## src/hw/rtl/mux_header_channel_demux_macros.svh

```systemverilog
// Assertion macros used by the header demultiplexer RTL.
`ifndef MUX_HEADER_CHANNEL_DEMUX_MACROS_SVH
`define MUX_HEADER_CHANNEL_DEMUX_MACROS_SVH
`ifndef ASSERT_OFF
// Checked at every clock edge outside reset.
`define MHCD_ASSERT(lbl, prop, msg) \
	lbl: assert property (@(posedge clk) disable iff (!arst_n) (prop)) else $error(msg);
// Checked at every clock edge, reset included.
`define MHCD_ASSERT_ALWAYS(lbl, prop, msg) \
	lbl: assert property (@(posedge clk) (prop)) else $error(msg);
`else
`define MHCD_ASSERT(lbl, prop, msg)
`define MHCD_ASSERT_ALWAYS(lbl, prop, msg)
`endif
`endif

```

## src/hw/rtl/mhcd_pkg.sv

```systemverilog
// Types, codes and constants of the mux header channel demultiplexer.
`default_nettype none
package mhcd_pkg;

	localparam int unsigned NumChannels = 9;
	localparam int unsigned BufferBytes = 2048;
	localparam int unsigned HdrBytes    = 8;

	localparam int unsigned CfgW    = 9;
	localparam int unsigned ExtW    = (NumChannels > CfgW) ? NumChannels : CfgW;
	localparam int unsigned PlenW   = 11;
	localparam int unsigned CfgIdxW = 8;

	localparam logic [15:0] MaxPayload = 16'(BufferBytes - HdrBytes);
	localparam logic [15:0] HdrMagic   = 16'h33fc;
	localparam logic [7:0]  NibbleMask = 8'hf0;
	localparam logic [7:0]  Ipv4Tag    = 8'h40;
	localparam logic [7:0]  Ipv6Tag    = 8'h60;

	localparam logic [CfgIdxW-1:0] CfgRunning = CfgIdxW'(0);
	localparam logic [CfgIdxW-1:0] CfgPresent = CfgIdxW'(1);

	typedef enum logic [3:0] {
		StDataOk       = 4'd0,
		StBadMagic     = 4'd1,
		StBadChannel   = 4'd2,
		StInactive     = 4'd3,
		StOpenAttach   = 4'd4,
		StOpenRegister = 4'd5,
		StAlreadyOpen  = 4'd6,
		StClosed       = 4'd7,
		StNotOpen      = 4'd8,
		StBadCommand   = 4'd9
	} status_t;

	typedef enum logic [7:0] {
		CmdData  = 8'd0,
		CmdOpen  = 8'd1,
		CmdClose = 8'd2
	} cmd_t;

	typedef enum logic [1:0] {
		ProtoIpv4 = 2'd0,
		ProtoIpv6 = 2'd1,
		ProtoMap  = 2'd2
	} proto_t;

	typedef struct packed {
		logic [15:0] magic;
		logic [7:0]  command;
		logic [7:0]  channel;
		logic [15:0] length;
		logic [7:0]  first_byte;
	} hdr_t;

	typedef struct packed {
		status_t          status;
		logic [7:0]       channel;
		logic [PlenW-1:0] payload_len;
		logic             len_clamped;
		proto_t           protocol;
		logic [CfgW-1:0]  open_map;
	} result_t;

endpackage
`default_nettype wire

```

## src/hw/rtl/mhcd_decode.sv

```systemverilog
// Header check, dispatch and open-map update for one registered header.
`default_nettype none
module mhcd_decode (
	input  wire mhcd_pkg::hdr_t                      hdr,
	input  wire logic [mhcd_pkg::CfgW-1:0]           running,
	input  wire logic [mhcd_pkg::CfgW-1:0]           present,
	input  wire logic [mhcd_pkg::NumChannels-1:0]    open_cur,
	output mhcd_pkg::result_t                        res,
	output logic [mhcd_pkg::NumChannels-1:0]         open_nxt
);

	logic [mhcd_pkg::NumChannels-1:0] hit;
	logic [mhcd_pkg::ExtW-1:0]        run_ext;
	logic [mhcd_pkg::ExtW-1:0]        pres_ext;
	logic [mhcd_pkg::ExtW-1:0]        open_ext;
	logic                             chan_ok;
	logic                             is_run;
	logic                             is_pres;
	logic                             is_open;
	logic [7:0]                       nibble;

	// One-hot channel select; channels beyond the register width read as zero.
	always_comb begin
		for (int i = 0; i < mhcd_pkg::NumChannels; i++) begin
			hit[i] = (hdr.channel == 8'(i));
		end
	end

	assign run_ext  = mhcd_pkg::ExtW'(running);
	assign pres_ext = mhcd_pkg::ExtW'(present);
	assign chan_ok  = (hdr.channel < 8'(mhcd_pkg::NumChannels));
	assign is_run   = |(hit & run_ext[mhcd_pkg::NumChannels-1:0]);
	assign is_pres  = |(hit & pres_ext[mhcd_pkg::NumChannels-1:0]);
	assign is_open  = |(hit & open_cur);
	assign nibble   = hdr.first_byte & mhcd_pkg::NibbleMask;
	assign open_ext = mhcd_pkg::ExtW'(open_nxt);

	always_comb begin
		res             = '0;
		res.channel     = hdr.channel;
		open_nxt        = open_cur;
		if (hdr.magic != mhcd_pkg::HdrMagic) begin
			res.status = mhcd_pkg::StBadMagic;
		end else if (!chan_ok) begin
			res.status = mhcd_pkg::StBadChannel;
		end else begin
			case (hdr.command)
				mhcd_pkg::CmdData: begin
					if (!is_run) begin
						res.status = mhcd_pkg::StInactive;
					end else begin
						res.status = mhcd_pkg::StDataOk;
						if (hdr.length > mhcd_pkg::MaxPayload) begin
							res.payload_len = mhcd_pkg::MaxPayload[mhcd_pkg::PlenW-1:0];
							res.len_clamped = 1'b1;
						end else begin
							res.payload_len = hdr.length[mhcd_pkg::PlenW-1:0];
						end
						if (nibble == mhcd_pkg::Ipv4Tag) begin
							res.protocol = mhcd_pkg::ProtoIpv4;
						end else if (nibble == mhcd_pkg::Ipv6Tag) begin
							res.protocol = mhcd_pkg::ProtoIpv6;
						end else begin
							res.protocol = mhcd_pkg::ProtoMap;
						end
					end
				end
				mhcd_pkg::CmdOpen: begin
					if (is_open) begin
						res.status = mhcd_pkg::StAlreadyOpen;
					end else begin
						open_nxt   = open_cur | hit;
						res.status = is_pres ? mhcd_pkg::StOpenAttach
							: mhcd_pkg::StOpenRegister;
					end
				end
				mhcd_pkg::CmdClose: begin
					if (!is_open) begin
						res.status = mhcd_pkg::StNotOpen;
					end else begin
						open_nxt   = open_cur & ~hit;
						res.status = mhcd_pkg::StClosed;
					end
				end
				default: begin
					res.status = mhcd_pkg::StBadCommand;
				end
			endcase
		end
		res.open_map = open_ext[mhcd_pkg::CfgW-1:0];
	end

endmodule
`default_nettype wire

```

## src/hw/rtl/mux_header_channel_demux.sv

```systemverilog
// Top level of the mux header channel demultiplexer.
// Usage:
// One request on the input channel carries a received frame header (magic,
// command, channel, length) and the first payload byte. It is taken when
// in_valid is high and in_stall is low. Each request gives exactly one
// result request on the output channel, taken when out_valid is high and
// out_stall is low. The result holds a status code, the echoed channel, the
// clamped payload length with its clamp flag, the protocol class and the
// remote open-channel bitmap after the frame.
// The header is taken into the header register at the accepting edge; the
// check and bitmap update then land in the result register, once it can
// load, and out_valid rises.
// With no stall on the output, one header is taken every cycle.
// When the receiver stalls, the result register holds and the header
// register fills; in_stall then rises until the result is taken.
// The two interface masks are written over the cfg channel, which is
// always ready; writes are expected only while the block is idle.
// Reset clears both masks, the open-channel bitmap and both valid flags.
`default_nettype none
`include "mux_header_channel_demux_macros.svh"
module mux_header_channel_demux (
	input  wire logic                             clk,
	input  wire logic                             arst_n,
	// Configuration write channel.
	input  wire logic                             cfg_valid,
	output logic                                  cfg_ready,
	input  wire logic [mhcd_pkg::CfgIdxW-1:0]     cfg_index,
	input  wire logic [mhcd_pkg::CfgW-1:0]        cfg_data,
	// Header input channel.
	input  wire logic                             in_valid,
	output logic                                  in_stall,
	input  wire logic [15:0]                      magic,
	input  wire logic [7:0]                       command,
	input  wire logic [7:0]                       channel,
	input  wire logic [15:0]                      length,
	input  wire logic [7:0]                       first_byte,
	// Result output channel.
	output logic                                  out_valid,
	input  wire logic                             out_stall,
	output logic [3:0]                            status,
	output logic [7:0]                            channel_out,
	output logic [mhcd_pkg::PlenW-1:0]            payload_len,
	output logic                                  len_clamped,
	output logic [1:0]                            protocol,
	output logic [mhcd_pkg::CfgW-1:0]             open_map
);

	logic [mhcd_pkg::CfgW-1:0]        running_q;
	logic [mhcd_pkg::CfgW-1:0]        present_q;
	logic [mhcd_pkg::NumChannels-1:0] open_q;
	logic [mhcd_pkg::NumChannels-1:0] open_nxt;

	mhcd_pkg::hdr_t    hdr_s1;
	logic              valid_s1;
	mhcd_pkg::result_t res;
	mhcd_pkg::result_t res_s2;
	logic              valid_s2;

	logic out_free;
	logic adv_s1;

	// The config port never pushes back.
	assign cfg_ready = 1'b1;

	always_ff @(posedge clk or negedge arst_n) begin
		if (!arst_n) begin
			running_q <= '0;
			present_q <= '0;
		end else if (cfg_valid) begin
			if (cfg_index == mhcd_pkg::CfgRunning) begin
				running_q <= cfg_data;
			end else if (cfg_index == mhcd_pkg::CfgPresent) begin
				present_q <= cfg_data;
			end
		end
	end

	// The result register can load when it is empty or being drained.
	// The header register moves on whenever the result register can load,
	// so the input only stalls when both stages hold a request.
	assign out_free = !valid_s2 || !out_stall;
	assign adv_s1   = valid_s1 && out_free;
	assign in_stall = valid_s1 && !out_free;

	always_ff @(posedge clk or negedge arst_n) begin
		if (!arst_n) begin
			valid_s1 <= 1'b0;
		end else if (!in_stall) begin
			valid_s1 <= in_valid;
		end
	end

	always_ff @(posedge clk) begin
		if (in_valid && !in_stall) begin
			hdr_s1.magic      <= magic;
			hdr_s1.command    <= command;
			hdr_s1.channel    <= channel;
			hdr_s1.length     <= length;
			hdr_s1.first_byte <= first_byte;
		end
	end

	mhcd_decode u_decode (
		.hdr      (hdr_s1),
		.running  (running_q),
		.present  (present_q),
		.open_cur (open_q),
		.res      (res),
		.open_nxt (open_nxt)
	);

	// The bitmap commits exactly when the header's result is registered,
	// so the next header in line always sees the updated map.
	always_ff @(posedge clk or negedge arst_n) begin
		if (!arst_n) begin
			open_q   <= '0;
			valid_s2 <= 1'b0;
		end else begin
			if (adv_s1) begin
				open_q <= open_nxt;
			end
			if (out_free) begin
				valid_s2 <= valid_s1;
			end
		end
	end

	always_ff @(posedge clk) begin
		if (adv_s1) begin
			res_s2 <= res;
		end
	end

	assign out_valid   = valid_s2;
	assign status      = res_s2.status;
	assign channel_out = res_s2.channel;
	assign payload_len = res_s2.payload_len;
	assign len_clamped = res_s2.len_clamped;
	assign protocol    = res_s2.protocol;
	assign open_map    = res_s2.open_map;

	`MHCD_ASSERT(a_stall_needs_s1, !in_stall || valid_s1, "input stalled with empty stage")
	`MHCD_ASSERT(a_map_only_on_adv, !adv_s1 |=> $stable(open_q), "open map changed without a request")
	`MHCD_ASSERT(a_status_range, out_valid |-> (status <= mhcd_pkg::StBadCommand), "status code out of range")
	`MHCD_ASSERT(a_non_data_zero, (out_valid && (status != mhcd_pkg::StDataOk)) |-> ((payload_len == '0) && !len_clamped && (protocol == mhcd_pkg::ProtoIpv4)), "non-data result carries payload fields")
	`MHCD_ASSERT(a_clamp_value, (out_valid && len_clamped) |-> (payload_len == mhcd_pkg::MaxPayload[mhcd_pkg::PlenW-1:0]), "clamped length is not the buffer limit")

endmodule
`default_nettype wire

```

## config.mk

```make
export PLATFORM = sky130hd
export DESIGN_NAME = mux_header_channel_demux
export DESIGN_NICKNAME = d
export VERILOG_FILES = /design/src/hw/rtl/mhcd_pkg.sv /design/src/hw/rtl/mhcd_decode.sv /design/src/hw/rtl/mux_header_channel_demux.sv
export VERILOG_INCLUDE_DIRS = /design/src /design/src/hw/rtl
export SDC_FILE = /design/constraint.sdc
export NUM_CORES = 1
export LEC_CHECK = 0
export ABC_CLOCK_PERIOD_IN_PS = 4000
export BUFFER_PORTS_ARGS = -buffer_cell sky130_fd_sc_hd__buf_2
export CAP_MARGIN = 20
export CORE_MARGIN = 3
export CORE_UTILIZATION = 40
export DETAILED_ROUTE_END_ITERATION = 10
export REMOVE_ABC_BUFFERS = 1
export SYNTH_ARGS = -nofsm -noshare
export SYNTH_HDL_FRONTEND = slang
export SYNTH_SLANG_ARGS = --single-unit
```

## constraint.sdc

```tcl
create_clock -name clk -period 4 [get_ports clk]
set_input_delay 0 -clock clk [delete_from_list [all_inputs] [get_ports clk]]
set_output_delay 0 -clock clk [all_outputs]
set_load 0.05 [all_outputs]
```

==> results.md <==
* Worst R2R Setup Slack at 1.31 ns
* Vias/cell at 5.109
* Async S/R FF share, synth at 25.00%
* Crit share post-route at 67.21%
* First-pass GRT wire length at 17330 um
* Hold Path Origin: cfg_index[0]
* Core box area at 11560 um2
* Die Footprint at 13350 um2
* Drt pass-1 iters at 4
* Top cells by area, synth: edfxtp_1 54%, dfrtp_1 15%, mux2_2 4.2%
* RSZ-0062 raised after global routing: false
* Hold EP: running_q[3]
* Vias in the first global route at 3525
* EDFF count, synth at 87
* Worst-path fanout max at 14
* Initial antenna violation count at 0
* Initial Util at 41.50%
* Worst Reg2Reg Path Length in Cells at 5
* Global-route met2 utilization at 27.78%
* Met3 Use GR at 4.439%
* Antenna cells at 0
* Hold depth at 3
* # H-tree levels at 4
* Critical path required time at 4.28 ns
* # setup viols final at 0
* Vias at 3433
* Layout Utilization at 57.91%
* Layout filler cell count at 927
* Worst IR Drop VDD at 200.6 uV
* Pwr dens at 473.7 nW/um2
* Worst path cell trace: or4_1, nor2_2, o21ai_1, a211oi_2, and3_1
* Die Ht at 115.5 um
* Critical path's top delay family: simple AND/OR/NAND/NOR gates
* Min Hold Slack at 0.1503 ns
* Initial DRC count at 168
* Clk slew on worst S/H paths at 0.05 ns
* Share of cells above drive strength 1 at 31.76%
* Crit path depth at 5
* Synth area leader: edfxtp_1
* Critical path type: flop to flop
* Syn avg cell area at 14.50 um2
* Crit Reg-Reg Endpoint: protocol[0]
* Die width at 115.5 um
* CTS Buffer Depth at 2
* Total clock sinks at 116
* CP Launch Type: flop
* Rows at 39
* CP Capture Type: flop
* Clk_skew at 0.009937 ns
* Post-DRT Antenna Nets at 0
* Post-synth top area share at 54.43%
* Number of synthesized register bits at 116
* Crit-path slowest cell: or4_1
* Static Leak at 2.656 nW
* Layout net count at 595
* GR Util met1 at 21.41%
* GPL Wtd Cong at 0.7913
* Cell variety after synth at 51
* Total GRT Usage at 17.13%
* Area of the multi-input gates at 1356 um2
* Routed Wire Length at 10810 um
* Post-layout minimum cycle time at 2.688 ns
* Root Buffer: clkbuf_16
* CTS tree: yes
* Clock Latency Late Sink at 0.41 ns
* DP Wirelength at 6928 um
* Worst Tran Pin Value at 0.9547 ns
* Max_cap viols at 0
* Register Area at 3338 um2
* Top Usage Layer GRT: met2
* Max incr delay on CP at 0.79 ns
* Total negative slack at 0 ns
* Reg2reg start: hdr_s1[29]
* Num CTS Buffers at 17
* Port Buffer Count at 110
* Post-synthesis sequential area ratio at 69.55%
* Top_reg_cell synth: edfxtp_1
* Hold Crit Class: input pin to flop
* Synth Cell Area at 4800 um2
* Final worst slack at 1.312 ns
* Synth warn at 0
* Fmax at 372.0 MHz
* Ports at 116
* WP buf/inv at 0
* Remaining DRCs at 0
* GRT Residual Overflow at 0
* Layout area overhead at 39.55%
* Syn Inst Count at 331
* CP Data Arrival Time at 2.97 ns
* Worst slack, placed at 1.306 ns
* Resized Gates After CTS at 0
* Routed len/inst at 16.09 um
* Status: finished, final reports clean
* Largest net degree at the start of global routing at 44
* Normalized max-slew margin at 36.35%
* Max-slew violation count at 0
* Endpoints failing hold at 0
==> what timing repair did <==
action,in CTS,in global routing
hold buffers,65,0
hold endpoints to repair,101,0
setup buffers,0,0
==> worst min-delay path: cells and delay by family <==
| family | cells | cell delay, ns |
|---|---|---|
| mux | 1 | 0.27 |
| buf+inv | 1 | 0.08 |
| simple gates | 1 | 0.16 |
==> synthesized netlist by cell type (3+ instances only) <==
cell	instances
edfxtp_1	87
dfrtp_1	29
mux2_2	18
nand2_1	18
nor2_1	18
nor3_1	15
o21ai_0	14
a31oi_1	11
mux2i_1	10
inv_1	8
o21a_1	8
nand3_1	6
nand4_1	6
a211oi_1	5
nand2b_1	5
o22ai_1	5
a21oi_1	4
and3_1	4
nor4bb_1	4
a211oi_2	3
and4_1	3
buf_4	3
buf_6	3
clkbuf_1	3
nand4b_1	3
nor4_1	3
==> worst max path at each step <==
stage | from | to | slack [ns]
after floorplan | out_valid | hdr_s1[10] | 1.56
after global placement | hdr_s1[29] | protocol[0] | 1.35
after detailed placement | hdr_s1[29] | payload_len[2] | 1.31
after CTS | hdr_s1[29] | payload_len[2] | 1.28
after global routing | hdr_s1[29] | payload_len[0] | 1.18
final | hdr_s1[29] | protocol[0] | 1.31
==> state kept, by name (all words and copies together) (netlist names) <==
register	flops
valid_s1	1
protocol	2
running_q	9
hdr_s1	52
channel_out	8
out_valid	1
status	4
len_clamped	1
present_q	9
open_map	9
payload_len	11
open_q	9
==> power by group <==
part	internal (W)	leakage, nW	switching [W]
clock network	0.000962	0.271	0.000504
registers	0.00138	1.22	0.0000381
logic	0.000110	1.16	0.000176
total	0.00245	2.66	0.000718
==> layout by cell type (no fill, tap or decap), types with 3 or more instances in the layout <==
master,n
and3_1,4
buf_4,3
inv_1,8
a211oi_2,3
a31oi_1,11
and4_1,3
a211oi_1,5
nor3_1,15
nor2_1,18
o22ai_1,5
nand3_1,6
dfrtp_1,29
o21ai_0,14
edfxtp_1,87
nor4bb_1,4
buf_2,110
nand4_1,6
clkinv_1,5
nor4_1,3
bufinv_16,3
nand4b_1,3
mux2_2,18
nand2_1,18
mux2i_1,10
a21oi_1,4
dlygate4sd3_1,65
clkbuf_16,17
o21a_1,8
nand2b_1,5
==> cell families (layout without fill, tap and decap cells) <==
kind of cell	Yosys count	in the layout	synth area share (%)
buffers and inverters	19	217	2.216
AOI/OAI and AO/OA	61	61	8.577
DFF	116	116	69.55
muxes	28	28	6.309
other	1	1	0.07813
and+or+nand+nor	106	106	13.27
==> through the flow <==
| step | instance area, um2 | power (W) | std cells |
|---|---|---|---|
| 4_1_cts | 6698 | 0.003197 | 672 |
| 5_1_grt | 6698 | 0.003281 | 672 |
| 3_5_place_dp | 5477 | 0.001680 | 576 |
| 2_1_floorplan | 4723 | 0.001585 | 320 |
| 3_3_place_gp | 5477 | 0.001673 | 576 |
| 6_report | 6698 | 0.003173 | 672 |
==> cell type report <==
class,count,share of cell area (%)
clock buffers,19,6.464
clock inverters,12,2.055
inverters,8,0.4483
multi-input cells,196,20.25
flip-flops and latches,116,49.84
well taps,143,2.671
repair buffers,178,18.27
==> routing by layer <==
| metal | routed length (um) | part of all wire [%] |
|---|---|---|
| met1 | 4724 | 44 |
| met2 | 5300 | 49 |
| met3 | 506 | 4.7 |
| met4 | 280 | 2.6 |
| met5 | 0 | 0 |
Power figures use the tool's default switching activity.
